### src/sv/rell_pkg.sv
package rell_pkg;

    localparam int MAX_COLS = 1024;
    localparam int MAX_ROWS = 1024;
    localparam int COUNT_W  = $clog2(MAX_COLS + 1);

    localparam int PIX_W    = 8;
    localparam int ROW_W    = 10;
    localparam int COL_W    = 10;
    localparam int THR_W    = 8;
    localparam int DIFF_W   = PIX_W + 1;
    localparam int OFF_W    = COL_W + 1;
    localparam int CFG_IDX_W = 2;

    typedef enum logic [CFG_IDX_W-1:0] {
        REG_WATCH_ROW      = 2'd0,
        REG_CENTER_COLUMN  = 2'd1,
        REG_EDGE_THRESHOLD = 2'd2
    } rell_reg_t;

    typedef struct packed {
        logic             valid;
        logic [COL_W-1:0] rise_col;
        logic [COL_W-1:0] fall_col;
        logic             all_nonzero;
    } rell_event_t;

endpackage

### src/sv/row_edge_line_locator.sv
// channel   handshake              payload
// input     in_valid / in_stall    pixel, row_index, row_end
// output    out_valid / out_stall  line_offset, line_width, line_found, row_all_nonzero
// config    cfg_valid / cfg_ready  cfg_index, cfg_data
//
// One pixel per cycle while in_stall is low; edge tracking is updated in the cycle of the transfer.
// After the last pixel of the watched row, the result goes to the event register, then the output register.
// One result waits in an event register, one in the output register.
// in_stall rises only while both are full and out_stall is high.
// Reset clears the row state, the config registers and both valid flags.
module row_edge_line_locator
    import rell_pkg::*;
(
    input  logic                    clk,
    input  logic                    rst_n,
    input  logic                    in_valid,
    output logic                    in_stall,
    input  logic [PIX_W-1:0]        pixel,
    input  logic [ROW_W-1:0]        row_index,
    input  logic                    row_end,
    output logic                    out_valid,
    input  logic                    out_stall,
    output logic signed [OFF_W-1:0] line_offset,
    output logic [COL_W-1:0]        line_width,
    output logic                    line_found,
    output logic                    row_all_nonzero,
    input  logic                    cfg_valid,
    output logic                    cfg_ready,
    input  logic [CFG_IDX_W-1:0]    cfg_index,
    input  logic [31:0]             cfg_data
);

    logic [ROW_W-1:0] watch_row_reg;
    logic [COL_W-1:0] center_column_reg;
    logic [THR_W-1:0] edge_threshold_reg;
    logic             accept;
    logic             take;
    rell_event_t      event_q;

    assign cfg_ready = 1'b1;
    assign in_stall  = event_q.valid && !take;
    assign accept    = in_valid && !in_stall;

    always_ff @(posedge clk or negedge rst_n)
    begin
        if (!rst_n)
        begin
            watch_row_reg      <= '0;
            center_column_reg  <= '0;
            edge_threshold_reg <= '0;
        end
        else if (cfg_valid && cfg_ready)
        begin
            case (rell_reg_t'(cfg_index))
                REG_WATCH_ROW:      watch_row_reg      <= cfg_data[ROW_W-1:0];
                REG_CENTER_COLUMN:  center_column_reg  <= cfg_data[COL_W-1:0];
                REG_EDGE_THRESHOLD: edge_threshold_reg <= cfg_data[THR_W-1:0];
                default:            ;
            endcase
        end
    end

    rell_scan u_scan (
        .clk            (clk),
        .rst_n          (rst_n),
        .accept         (accept),
        .pixel          (pixel),
        .row_index      (row_index),
        .row_end        (row_end),
        .watch_row      (watch_row_reg),
        .edge_threshold (edge_threshold_reg),
        .take           (take),
        .event_q        (event_q)
    );

    rell_result u_result (
        .clk             (clk),
        .rst_n           (rst_n),
        .event_q         (event_q),
        .center_column   (center_column_reg),
        .take            (take),
        .out_valid       (out_valid),
        .out_stall       (out_stall),
        .line_offset     (line_offset),
        .line_width      (line_width),
        .line_found      (line_found),
        .row_all_nonzero (row_all_nonzero)
    );

endmodule

### src/sv/rell_scan.sv
module rell_scan
    import rell_pkg::*;
(
    input  logic             clk,
    input  logic             rst_n,
    input  logic             accept,
    input  logic [PIX_W-1:0] pixel,
    input  logic [ROW_W-1:0] row_index,
    input  logic             row_end,
    input  logic [ROW_W-1:0] watch_row,
    input  logic [THR_W-1:0] edge_threshold,
    input  logic             take,
    output rell_event_t      event_q
);

    logic [PIX_W-1:0]         prev_reg;
    logic [COUNT_W-1:0]       count_reg, count_next;
    logic signed [DIFF_W-1:0] rise_val_reg, rise_val_next;
    logic signed [DIFF_W-1:0] fall_val_reg, fall_val_next;
    logic [COL_W-1:0]         rise_col_reg, rise_col_next;
    logic [COL_W-1:0]         fall_col_reg, fall_col_next;
    logic                     nz_reg, nz_next;
    rell_event_t              event_reg, event_next;

    logic                     watched;
    logic                     in_range;
    logic signed [DIFF_W-1:0] diff;
    logic signed [DIFF_W-1:0] thr;
    logic signed [DIFF_W-1:0] neg_thr;
    logic [COUNT_W-1:0]       col_m1;

    assign watched  = (row_index == watch_row) && (int'(watch_row) < MAX_ROWS);
    assign in_range = int'(count_reg) < MAX_COLS;
    assign diff     = $signed({1'b0, prev_reg}) - $signed({1'b0, pixel});
    assign thr      = $signed({1'b0, edge_threshold});
    assign neg_thr  = -thr;
    assign col_m1   = count_reg - COUNT_W'(1);

    always_comb
    begin
        rise_val_next = rise_val_reg;
        rise_col_next = rise_col_reg;
        fall_val_next = fall_val_reg;
        fall_col_next = fall_col_reg;
        nz_next       = nz_reg;
        if (watched && in_range)
        begin
            if (count_reg >= COUNT_W'(2))
            begin
                if (diff > rise_val_reg && diff > thr)
                begin
                    rise_val_next = diff;
                    rise_col_next = col_m1[COL_W-1:0];
                end
                if (diff < fall_val_reg && diff < neg_thr)
                begin
                    fall_val_next = diff;
                    fall_col_next = col_m1[COL_W-1:0];
                end
            end
            if (count_reg != '0 && !row_end && pixel == '0)
            begin
                nz_next = 1'b0;
            end
        end
        if (row_end)
        begin
            count_next = '0;
        end
        else if (in_range)
        begin
            count_next = count_reg + COUNT_W'(1);
        end
        else
        begin
            count_next = count_reg;
        end
    end

    always_comb
    begin
        event_next = event_reg;
        if (take)
        begin
            event_next.valid = 1'b0;
        end
        if (accept && row_end && watched)
        begin
            event_next.valid       = 1'b1;
            event_next.rise_col    = rise_col_next;
            event_next.fall_col    = fall_col_next;
            event_next.all_nonzero = nz_next;
        end
    end

    always_ff @(posedge clk or negedge rst_n)
    begin
        if (!rst_n)
        begin
            prev_reg     <= '0;
            count_reg    <= '0;
            rise_val_reg <= '0;
            rise_col_reg <= '0;
            fall_val_reg <= '0;
            fall_col_reg <= '0;
            nz_reg       <= 1'b1;
            event_reg    <= '0;
        end
        else
        begin
            event_reg <= event_next;
            if (accept)
            begin
                prev_reg  <= pixel;
                count_reg <= count_next;
                if (row_end)
                begin
                    rise_val_reg <= '0;
                    rise_col_reg <= '0;
                    fall_val_reg <= '0;
                    fall_col_reg <= '0;
                    nz_reg       <= 1'b1;
                end
                else
                begin
                    rise_val_reg <= rise_val_next;
                    rise_col_reg <= rise_col_next;
                    fall_val_reg <= fall_val_next;
                    fall_col_reg <= fall_col_next;
                    nz_reg       <= nz_next;
                end
            end
        end
    end

    assign event_q = event_reg;

endmodule

### src/sv/rell_result.sv
module rell_result
    import rell_pkg::*;
(
    input  logic                    clk,
    input  logic                    rst_n,
    input  rell_event_t             event_q,
    input  logic [COL_W-1:0]        center_column,
    output logic                    take,
    output logic                    out_valid,
    input  logic                    out_stall,
    output logic signed [OFF_W-1:0] line_offset,
    output logic [COL_W-1:0]        line_width,
    output logic                    line_found,
    output logic                    row_all_nonzero
);

    logic                    valid_reg;
    logic signed [OFF_W-1:0] offset_reg, offset_next;
    logic [COL_W-1:0]        width_reg, width_next;
    logic                    found_reg, found_next;
    logic                    nz_reg;

    logic [OFF_W-1:0]        col_sum;
    logic signed [OFF_W-1:0] col_diff;

    assign take = !valid_reg || !out_stall;

    always_comb
    begin
        found_next = (event_q.rise_col != '0) || (event_q.fall_col != '0);
        col_sum    = {1'b0, event_q.rise_col} + {1'b0, event_q.fall_col};
        col_diff   = $signed({1'b0, event_q.rise_col}) - $signed({1'b0, event_q.fall_col});
        offset_next = $signed({1'b0, col_sum[OFF_W-1:1]}) - $signed({1'b0, center_column});
        if (col_diff < 0)
        begin
            width_next = COL_W'(-col_diff);
        end
        else
        begin
            width_next = col_diff[COL_W-1:0];
        end
        if (!found_next)
        begin
            offset_next = '0;
            width_next  = '0;
        end
    end

    always_ff @(posedge clk or negedge rst_n)
    begin
        if (!rst_n)
        begin
            valid_reg <= 1'b0;
        end
        else if (take)
        begin
            valid_reg <= event_q.valid;
        end
    end

    always_ff @(posedge clk)
    begin
        if (take && event_q.valid)
        begin
            offset_reg <= offset_next;
            width_reg  <= width_next;
            found_reg  <= found_next;
            nz_reg     <= event_q.all_nonzero;
        end
    end

    assign out_valid       = valid_reg;
    assign line_offset     = offset_reg;
    assign line_width      = width_reg;
    assign line_found      = found_reg;
    assign row_all_nonzero = nz_reg;

endmodule

### config.mk
export PLATFORM = sky130hd
export DESIGN_NAME = row_edge_line_locator
export DESIGN_NICKNAME = d
export VERILOG_FILES = /design/src/sv/rell_pkg.sv /design/src/sv/row_edge_line_locator.sv /design/src/sv/rell_scan.sv /design/src/sv/rell_result.sv
export SDC_FILE = /design/constraint.sdc
export NUM_CORES = 1
export LEC_CHECK = 0
export BUFFER_PORTS_ARGS = -buffer_cell sky130_fd_sc_hd__buf_2
export CORE_MARGIN = 1
export CORE_UTILIZATION = 45
export CTS_CLUSTER_SIZE = 12
export DETAILED_ROUTE_END_ITERATION = 7
export PLACE_DENSITY = 0.72
export SYNTH_ARGS = -nofsm -noshare
export SYNTH_HDL_FRONTEND = slang
export SYNTH_SLANG_ARGS = --single-unit
### constraint.sdc
create_clock -name clk -period 5.1 [get_ports clk]
set_input_delay 0 -clock clk [delete_from_list [all_inputs] [get_ports clk]]
set_output_delay 0 -clock clk [all_outputs]
set_load 0.05 [all_outputs]
======== After elaboration in Yosys (flattened, before gate mapping) ========
Index checks and enable logic that the tools add are counted.
word-level totals
  register bits ........................... 132
  input bits .............................. 58
  output and inout bits ................... 26
  word-level logic and storage cells ...... 95
operators by class
  add/subtract/negate cells ............... 8
  $lt $le $gt $ge ......................... 7
  equal/unequal tests ..................... 3
  multiplexer cells ....................... 24
  reduce and logical (&&, ||, !) cells .... 34
operator list
  operator               number
  $mux 10                9
  $mux 9                 8
  $mux 11                2
  $mux 22                1
  $sub 10x10->11         2
  $reduce_bool 10->1     2
  $gt 9x9->1             2
  $lt 9x9->1             2
  $reduce_bool 2->1      6
  $add 10x10->11         1
  $add 11x1->11 const B  1
  $ge 11x2->1 const B    1
  $lt 11x1->1 const B    1
  $lt 11x11->1 const B   1
  $reduce_bool 11->1     1
  $eq 10x10->1           1
  $logic_and 1x1->1      10
  $neg 10->10            1
  $sub 10x1->10 const B  1
  $neg 8->9              1
  $sub 8x8->9            1
  $logic_not 8->1        1
  $reduce_and 2->1       4
  $reduce_and 4->1       2
  6 further kinds        14

======== Depth between registers and ports, before layout ========
Gate-level depths: netlist (run 1).
  depth after elaboration ................. 9
  depth in mapped cells ................... 18
  mapped depth without buffers ............ 16

======== Hierarchy ========
From an unflattened synthesis (run 1), not the netlist that was laid out.
second synthesis, totals
  cell total of the unflattened synthesis .. 925
  area, all modules ....................... 9,044.9 um^2
by module, submodules not included
  module                 times used  cells an instance  area each (um^2)
  rell_scan              1           584                5,495.3
  rell_result            1           276                2,456.1
  row_edge_line_locator  1           65                 1,093.5

======== Worst setup path before layout (run 1) ========
Ideal clock, no wire load.
  path type ............................... register to register
  from .................................... register u_scan.prev_reg[0]
  to ...................................... register u_scan.fall_val_reg[1]
  setup time .............................. 0.122 ns
  data arrival time ....................... 3.599 ns
  required time ........................... 4.978 ns
  slack ................................... 1.379 ns
  stages on the path, launching flop included .. 16
  path buffers ............................ 1
  clock period less this slack ............ 3.721 ns
  cells stage by stage .................... dfrtp_1 > inv_1 > ha_1 > inv_1 > fa_1 > xnor2_1 > inv_1 > ha_1 > or2_2 > a31o_1 > maj3_2 > maj3_1 > a211o_1 > a21o_1 > buf_2 > a32o_1
on the way
  cells in the longest elaborated chain, start to end .. 5
  elaborated cells between the ends (all ways) .. 10
  classes of those cells .................. add/sub: 1; order compare: 2; mux: 4; reduce/logical: 3
RTL lines
  element                                                line                              source
  start: declaration                                     rell_scan.sv:16                   logic [PIX_W-1:0] prev_reg;
  start signal: assignment                               rell_scan.sv:114                  prev_reg <= pixel;
  $sub 8x8->9 (*)                                        rell_scan.sv:34                   assign diff = $signed({1'b0, prev_reg}) - $signed({1'b0, pixel});
  $lt 9x9->1 or $mux 9 (tied branches)                   rell_scan.sv:55                   if (diff < fall_val_reg && diff < neg_thr)
  $logic_and 1x1->1 or $mux 9 (tied branches)            rell_scan.sv:55, rell_scan.sv:48
  $reduce_bool 2->1 (no line) or $mux 9 (tied branches)  -
  $reduce_and 4->1 (no line) or $mux 9 (tied branches)   -
  end signal: assignment                                 rell_scan.sv:128                  fall_val_reg <= fall_val_next;
  end: declaration                                       rell_scan.sv:19                   logic signed [DIFF_W-1:0] fall_val_reg, fall_val_next;
Every way passes the cells marked *; elsewhere a longest branch is shown, timed or not. The select of a mux whose other input is x is not followed.
A chain may end at the register's enable or synchronous reset.

======== Final worst setup path (run 1) ========
  from .................................... register u_scan.prev_reg[4]
  to ...................................... register u_scan.event_reg, in the netlist u_scan.event_q[14]
on the way
  cells in the longest elaborated chain, start to end .. 6
  elaborated cells between the ends (all ways) .. 7
  classes of those cells .................. add/sub: 1; order compare: 2; mux: 3; reduce/logical: 1
RTL lines
  element                 line              source
  $sub 8x8->9 (*)         rell_scan.sv:34
  $gt 9x9->1              rell_scan.sv:50   if (diff > rise_val_reg && diff > thr)
  $logic_and 1x1->1 (*)   rell_scan.sv:50
  $mux 10 (*)             rell_scan.sv:50
  $mux 10 (*)             rell_scan.sv:48   if (count_reg >= COUNT_W'(2))
  $mux 10 (*)             rell_scan.sv:46   if (watched && in_range)
  end signal: assignment  rell_scan.sv:111  event_reg <= event_next;
  end: declaration        rell_scan.sv:23   rell_event_t event_reg, event_next;
Every way passes the cells marked *; elsewhere a longest branch is shown, timed or not.

==> qor.tcl, run 1 <==
set qor(run_status) {finished, final reports clean}
set qor(antenna-diode-count) 0
set qor(grt_start_max_net_pins) 65
set qor(die-width_um) 142
set qor(drt_pass1_iterations) 5
set qor(finClkSkew_ns) 0.00828
set qor(final_setup_vio_count) 0
set qor(grt.total_usage_pct) 21.7
set qor(yosys_most_used_dff) {dfrtp_1}
set qor(timing.critical_path.slowest_cell_delay_ns) 0.39
set qor(critical_path.reg2reg.endpoint) {u_scan.event_q[14]}
set qor(synth_cells) 949
set qor(post-route-drc-count) 0
set qor(start_kind) {register}
set qor(core_region_area_um2) 18900
set qor(reg2reg_depth) 16
set qor(crit_path_cells) {ha_1 > a21o_1 > a31oi_1 > a21boi_0 > o21ai_0 > nand2b_1 > xnor2_1 > inv_1 > ha_1 > a21boi_1 > nor4bb_1 > o32ai_2 > buf_4 > and3_1 > buf_4 > o311ai_1}
set qor(routed-via-count) 7209
set qor(clkLatencyLatePin_ns) 0.42
set qor(power-per-cell-area_nw_per_um2) 324
set qor(finalSetupTns_ns) 0
set qor(met2WireLength_um) 9650
set qor(clockBufferDepth) 2
set qor(topRoutingLayerUsed) {met4}
set qor(cts_inserted_buffers) 17
set qor(netlist_top_cells_area) {dfrtp_1, ha_1, edfxtp_1}
set qor(setup.reg_to_reg.worst_slack_ns) 0.74
set qor(hold_violations) 0
set qor(min_period_over_period_pct) 85.6
set qor(met3WireLength_um) 1030
set qor(design.final.nets) 1138
set qor(first_global_vias) 7053
set qor(worst-path-max-fanout) 30
set qor(tightest_slew_ns) 0.888
set qor(final.fill_count) 1724
set qor(hpwlAfterDp_um) 14500
set qor(cp_max_stage_cell) {nor4bb_1}
set qor(viasPerCell) 5.61
set qor(worst-setup-path-type) {register to register}
set qor(initial_antenna_violation_count) 0
set qor(cts_htree_levels) 4
set qor(gp_weighted_congestion) 0.867
set qor(power.static_leakage_uw) 0.00448
set qor(cts_resized) 0
set qor(full_die_area_um2) 20100
set qor(layout-drive-gt1-share_pct) 14.7
set qor(core.rowCount) 50
set qor(overflow) 0
set qor(drtIter0Drc) 543
set qor(synth_area_per_cell_um2) 9.25
set qor(regToRegStartpoint) {u_scan.prev_reg[4]}
set qor(timing.slew.headroom_pct) 40.6
set qor(most-common-layout-cells) {dfrtp_1, inv_1, nand2_1}
set qor(worstSetupEndpointType) {register}
set qor(cts_sinks) 132
set qor(syn-num-nets) 1075
set qor(postCtsSetupBuffers) 0
set qor(final_max_slew_viol_count) 0
set qor(floorplan.die.height_um) 142
set qor(asyncSetResetFlopFracSynth_pct) 82.6
set qor(endpoint_required_time_on_the_critical_path_ns) 5.41
set qor(synth_enable_flop_cells) 23
set qor(synthesis.yosys.warnings) 0
set qor(tritoncts) {built}
set qor(finish.utilization_pct) 53.6
set qor(port_buffers) 60
set qor(routed_wirelength_um) 20500
set qor(crit_arrival_ns) 4.67
set qor(hold_class) {primary input to register}
set qor(ioPinCount) 84
set qor(period_needed_ns) 4.36
set qor(max_freq_ghz) 0.229
set qor(synth_cell_type_count) 80
set qor(start_util_pct) 46.5
set qor(grt_pass1_wl_um) 34500
set qor(growth_of_design_area_from_synthesis_to_finish_pct) 15.4
set qor(synth.largest_area_cell) {dfrtp_1}
set qor(power.ir.vdd_worst_uv) 215
set qor(maxCapViolCount) 0
set qor(worst_setup_path_startpoint) {u_scan.prev_reg[4]}
set qor(synth_sequential_area_ratio_pct) 38.9
set qor(final_antenna_net_count) 0
set qor(final_common_cell) {dfrtp_1}
set qor(synth.top_cell.area_share_pct) 30.8
set qor(syn-cell-area_um2) 8780
set qor(totalPowerFinal_uw) 3290
set qor(capturing_element_of_the_worst_setup_path) {u_scan.event_q[14]}
set qor(m1WireLength_um) 9480
set qor(largest_reg_flops) 22
set qor(clk_pin_slew_ns) 0.06
set qor(avgRoutedWirePerCell_um) 16.0
set qor(ys_ff_latch) 132
set qor(clockRootBuffer) {clkbuf_16}
set qor(unrepaired_setup_endpoints_after_global_routing) {no}
[layer usage]
layer  track usage, %  vias to the layer above
met5                0                        -
met4             6.68                        0
met3             4.72                       29
met2             35.8                      191
met1             28.6                     3447
li1                 -                     3542
[power breakdown]
group	internal (µW)	leakage (µW)	switching, µW
Clock	780	0.000293	463
Sequential	1160	0.00164	65.4
Combinational	343	0.00255	473
[worst max-delay path, delay by kind of cell, from the launching register on]
| family | cells | cell delay (ns) |
|---|---|---|
| XOR/XNOR | 1 | 0.31 |
| flip-flops | 1 | 0.38 |
| AO/OA/AOI/OAI | 7 | 1.56 |
| buffers and inverters | 3 | 0.65 |
| adder cells (fa/ha/maj) | 2 | 0.65 |
| AND/OR/NAND/NOR | 3 | 0.68 |
[cells by family (layout without fill, tap and decap cells)]
kind of cell               after synthesis  in the layout  share of synthesized area, %
muxes                                   31             31                          3.93
AOI/OAI and AO/OA                      206            206                          17.1
adders and majority gates               71             71                          10.4
DFF                                    132            132                          38.9
and+or+nand+nor                        302            302                          17.0
buffers and inverters                  151            227                          6.98
xor gates and xnor gates                55             55                          5.64
other                                    1              1                        0.0427
[per-stage QoR]
step | instances | instance area [µm²] | hold slack [ns] | setup WS (ns)
2_1_floorplan | 949 | 8780 | -0.296 | 1.38
3_3_place_gp | 1230 | 9300 | 0.152 | 0.920
3_5_place_dp | 1230 | 9300 | 0.155 | 0.818
4_1_cts | 1285 | 10100 | 0.130 | 0.787
5_1_grt | 1285 | 10100 | 0.175 | 0.235
6_report | 1285 | 10100 | 0.160 | 0.735
[cell type report]
type / count / area, µm² / share of cell area, %
Multi-Input combinational cell: 666 / 4780 / 47.1
Sequential cell: 132 / 3420 / 33.7
Timing Repair Buffer: 98 / 646 / 6.37
Clock buffer: 19 / 443 / 4.37
Inverter: 97 / 364 / 3.59
Tap cell: 260 / 325 / 3.21
Clock inverter: 13 / 160 / 1.58
[synthesized netlist by cell type (4+ instances only)]
master and number:
and3_1 7, dfrtp_1 108, o21ai_0 39, nand3_1 29, inv_1 97, a21oi_1 34, ha_1 64, and2_1 4
nor4_1 12, buf_6 4, o21a_1 6, nor3b_1 4, a311oi_1 6, o211ai_1 5, nand4_1 30, a221o_1 4
nand2_1 82, clkbuf_1 35, nor3_1 17, buf_2 7, buf_1 6, a211o_1 5, xor2_1 23, a31oi_1 4
nor2_1 72, nand2b_1 5, fa_1 4, o2bb2ai_1 8, or2_2 5, a21o_1 8, or3_1 11, o31ai_1 7
xnor2_1 31, o311ai_1 38, or4_1 5, mux2_2 28, nor2b_1 7, edfxtp_1 23, o21bai_1 7
[timing repair]
action	in CTS	in global routing
hold buffers	23	0
hold endpoints to repair	101	0
setup endpoints to repair	0	0
[how the worst min path moves through the flow]
stage / start / end / slack [ns] / cells after the start
floorplan: rst_n / center_column_reg[0] / -0.30 / 0
global placement: rst_n / u_scan.prev_reg[1] / 0.15 / 1
detailed placement: rst_n / u_scan.prev_reg[4] / 0.15 / 1
CTS: cfg_index[1] / watch_row_reg[4] / 0.13 / 4
global route: cfg_index[1] / watch_row_reg[4] / 0.18 / 4
finish: cfg_index[1] / watch_row_reg[4] / 0.16 / 4
No activity file was read; power rests on OpenSTA's default activity.
==> run 2, diff against run 1 <==
- GPL_ROUTABILITY_DRIVEN: default -> 0
- PLACE_DENSITY: 0.72 -> 0.59
==> run 2 against run 1 <==
  * Fmax rose by 1.0%
  * Wire length up 1.7%
  * Clock power up 5%
  * Highest routed layer unchanged
  * First-iteration DRC count down 27%
  * Core utilization shrank 0.11 points
  * Critical endpoint is now u_scan.event_q[15]
  * Count of clock-buffer cells in the layout unchanged
  * Total power up 1.4%
==> qor.tcl, run 2 (synthesis results as in run 1) <==
set qor(cp_top_family) {compound AO/OA/AOI/OAI gates}
set qor(min_period_over_period_pct) 84.7 ;# -0.88 points
set qor(post_layout_nonfiller_instances) 1280 ;# -0.39%
set qor(maxCapViolCount) 0 ;# unchanged
set qor(final_antenna_net_count) 0 ;# unchanged
set qor(crit_path_cells) {ha_1 > nor2b_1 > o2111ai_1 > a21boi_0 > o21ai_0 > nand2b_1 > xnor2_1 > inv_1 > ha_1 > a21boi_1 > nor4bb_1 > o32ai_2 > and3_1 > buf_4 > o311ai_1}
set qor(grt_start_max_net_pins) 70 ;# +7.7%
set qor(tightest_slew_ns) 1.17 ;# +0.277 ns
set qor(floorplan.die.height_um) 142 ;# unchanged
set qor(finClkSkew_ns) 0.00846 ;# +0.000171 ns
set qor(postLayoutSetupSlackWorst_ns) 0.780 ;# +0.0446 ns
set qor(worst-path-max-fanout) 20 ;# -33%
set qor(finalSetupTns_ns) 0 ;# unchanged
set qor(endpoint_required_time_on_the_critical_path_ns) 5.42 ;# about the same
set qor(growth_of_design_area_from_synthesis_to_finish_pct) 15.2
set qor(design.final.nets) 1133 ;# -0.44%
set qor(regToRegStartpoint) {u_scan.prev_reg[1]}
set qor(timing.critical_path.buf_inv) 2 ;# -1
set qor(largest_reg_flops) 22 ;# unchanged
set qor(initial_antenna_violation_count) 0 ;# unchanged
set qor(start_kind) {register}
set qor(cts_sinks) 132 ;# unchanged
set qor(drtIter0Drc) 396 ;# -27%
set qor(cts_htree_levels) 4 ;# unchanged
set qor(power-per-cell-area_nw_per_um2) 329 ;# +1.6%
set qor(cts_inserted_buffers) 17 ;# unchanged
set qor(worst_setup_path_startpoint) {u_scan.prev_reg[1]}
set qor(run_status) {finished, final reports clean}
set qor(reg2reg_depth) 15 ;# -1
set qor(crit_arrival_ns) 4.64 ;# -0.03 ns
set qor(layout-drive-gt1-share_pct) 14.5 ;# -0.22 points
set qor(final_setup_vio_count) 0 ;# unchanged
set qor(drt_pass1_iterations) 5 ;# unchanged
set qor(timing.slew.headroom_pct) 21.9 ;# -19 points
set qor(postCtsSetupBuffers) 0 ;# unchanged
set qor(grt.total_usage_pct) 22.0 ;# +0.26 points
set qor(hold_class) {primary input to async pin}
set qor(core_region_area_um2) 18900 ;# unchanged
set qor(full_die_area_um2) 20100 ;# unchanged
set qor(first_global_vias) 6681 ;# -5.3%
set qor(numPlacedInstances) 1227 ;# -0.24%
set qor(clk_pin_slew_ns) 0.06 ;# about the same
set qor(viasPerCell) 5.52 ;# -1.6%
set qor(cp_max_stage_cell) {a21boi_0}
set qor(unrepaired_setup_endpoints_after_global_routing) {no}
set qor(core.rowCount) 50 ;# unchanged
set qor(final_common_cell) {dfrtp_1}
set qor(clockRootBuffer) {clkbuf_16}
set qor(hold_violations) 0 ;# unchanged
set qor(port_buffers) 60 ;# unchanged
set qor(hpwlAfterDp_um) 14700 ;# +1.2%
set qor(most-common-layout-cells) {dfrtp_1, inv_1, nand2_1}
set qor(avgRoutedWirePerCell_um) 16.3 ;# +2.1%
set qor(max_freq_ghz) 0.231 ;# +1.0%
set qor(grt_pass1_wl_um) 34700 ;# +0.38%
set qor(die-width_um) 142 ;# unchanged
set qor(start_util_pct) 46.5 ;# unchanged
set qor(cp_common_cell) {ha_1}
set qor(timing.critical_path.slowest_cell_delay_ns) 0.52 ;# +0.13 ns
set qor(worst-setup-path-type) {register to register}
set qor(clockBufferDepth) 2 ;# unchanged
set qor(ioPinCount) 84 ;# unchanged
set qor(power.ir.vdd_worst_uv) 260 ;# +21%
set qor(final_max_slew_viol_count) 0 ;# unchanged
set qor(antenna-diode-count) 0 ;# unchanged
set qor(overflow) 0 ;# unchanged
set qor(clkLatencyLatePin_ns) 0.43 ;# about the same
set qor(routed_wirelength_um) 20800 ;# +1.7%
set qor(period_needed_ns) 4.32 ;# -0.0446 ns
set qor(power.static_leakage_uw) 0.00446 ;# -0.44%
set qor(worst-path-stages) 15 ;# -1
set qor(worstSetupEndpointType) {register}
set qor(totalPowerFinal_uw) 3330 ;# +1.4%
set qor(pre_cts_ws_ns) 0.831 ;# +0.0137 ns
set qor(tritoncts) {built}
set qor(post-route-drc-count) 0 ;# unchanged
set qor(routed-via-count) 7069 ;# -1.9%
[run 2: cell types whose count changed in the layout (fill, tap and decap cells not counted), sizes merged]
cell / before / now
dlygate4sd3: 23 / 21
buf: 75 / 72
clkinv: 8 / 5
inv: 97 / 100
[run 2: what timing repair did]
action / in CTS / in global routing
hold endpoints to repair: 79 / 0
resized for setup: 0 / 0
hold buffers: 21 / 0
[run 2: area by class of cell]
| cell class | count | area (µm²) |
|---|---|---|
| Timing Repair Buffer | 93 | 603 |
| Fill cell | 1762 | 8780 |
| Multi-Input combinational cell | 666 | 4780 |
| Inverter | 97 | 364 |
| Tap cell | 260 | 325 |
| Clock buffer | 19 | 454 |
| Clock inverter | 13 | 171 |
| Sequential cell | 132 | 3420 |
[run 2: metal layers]
| metal | vias up | GRT usage [%] | part of all wire (%) |
|---|---|---|---|
| met2 | 137 | 34.7 | 46 |
| met1 | 3368 | 31.2 | 50 |
| met3 | 25 | 3.27 | 3.5 |
| met4 | 0 | 6.68 | 1.3 |
| li1 | 3539 | - | - |
| met5 | - | 0 | 0 |
[run 2: through the flow]
step | hold WS (ns) | cell area, µm² | utilization (%)
floorplan | -0.296 | 8780 | -
global placement | 0.0258 | 9280 | 49.1
detailed placement | 0.0199 | 9280 | 49.1
CTS | 0.104 | 10100 | 53.5
global route | 0.145 | 10100 | 53.5
finish | 0.0891 | 10100 | 53.5
[run 2: path summary, 6_finish.rpt]
kind                                             end  slack [ns]
max in group asynchronous       u_scan.count_reg[10]        3.69
worst min register to register    u_result.out_valid        0.48
worst min-delay path                watch_row_reg[6]        0.09
worst max register to register    u_scan.event_q[15]        0.78
min in group clk                    watch_row_reg[0]        0.13
worst max-delay path              u_scan.event_q[15]        0.78
[run 2: report_power, final]
part / internal, µW / leakage [µW] / total, µW / switching (µW)
registers: 1160 / 0.00164 / 1230 / 64.3
logic: 342 / 0.00252 / 811 / 469
clock network: 804 / 0.000300 / 1300 / 492
total: 2310 / 0.00446 / 3330 / 1020
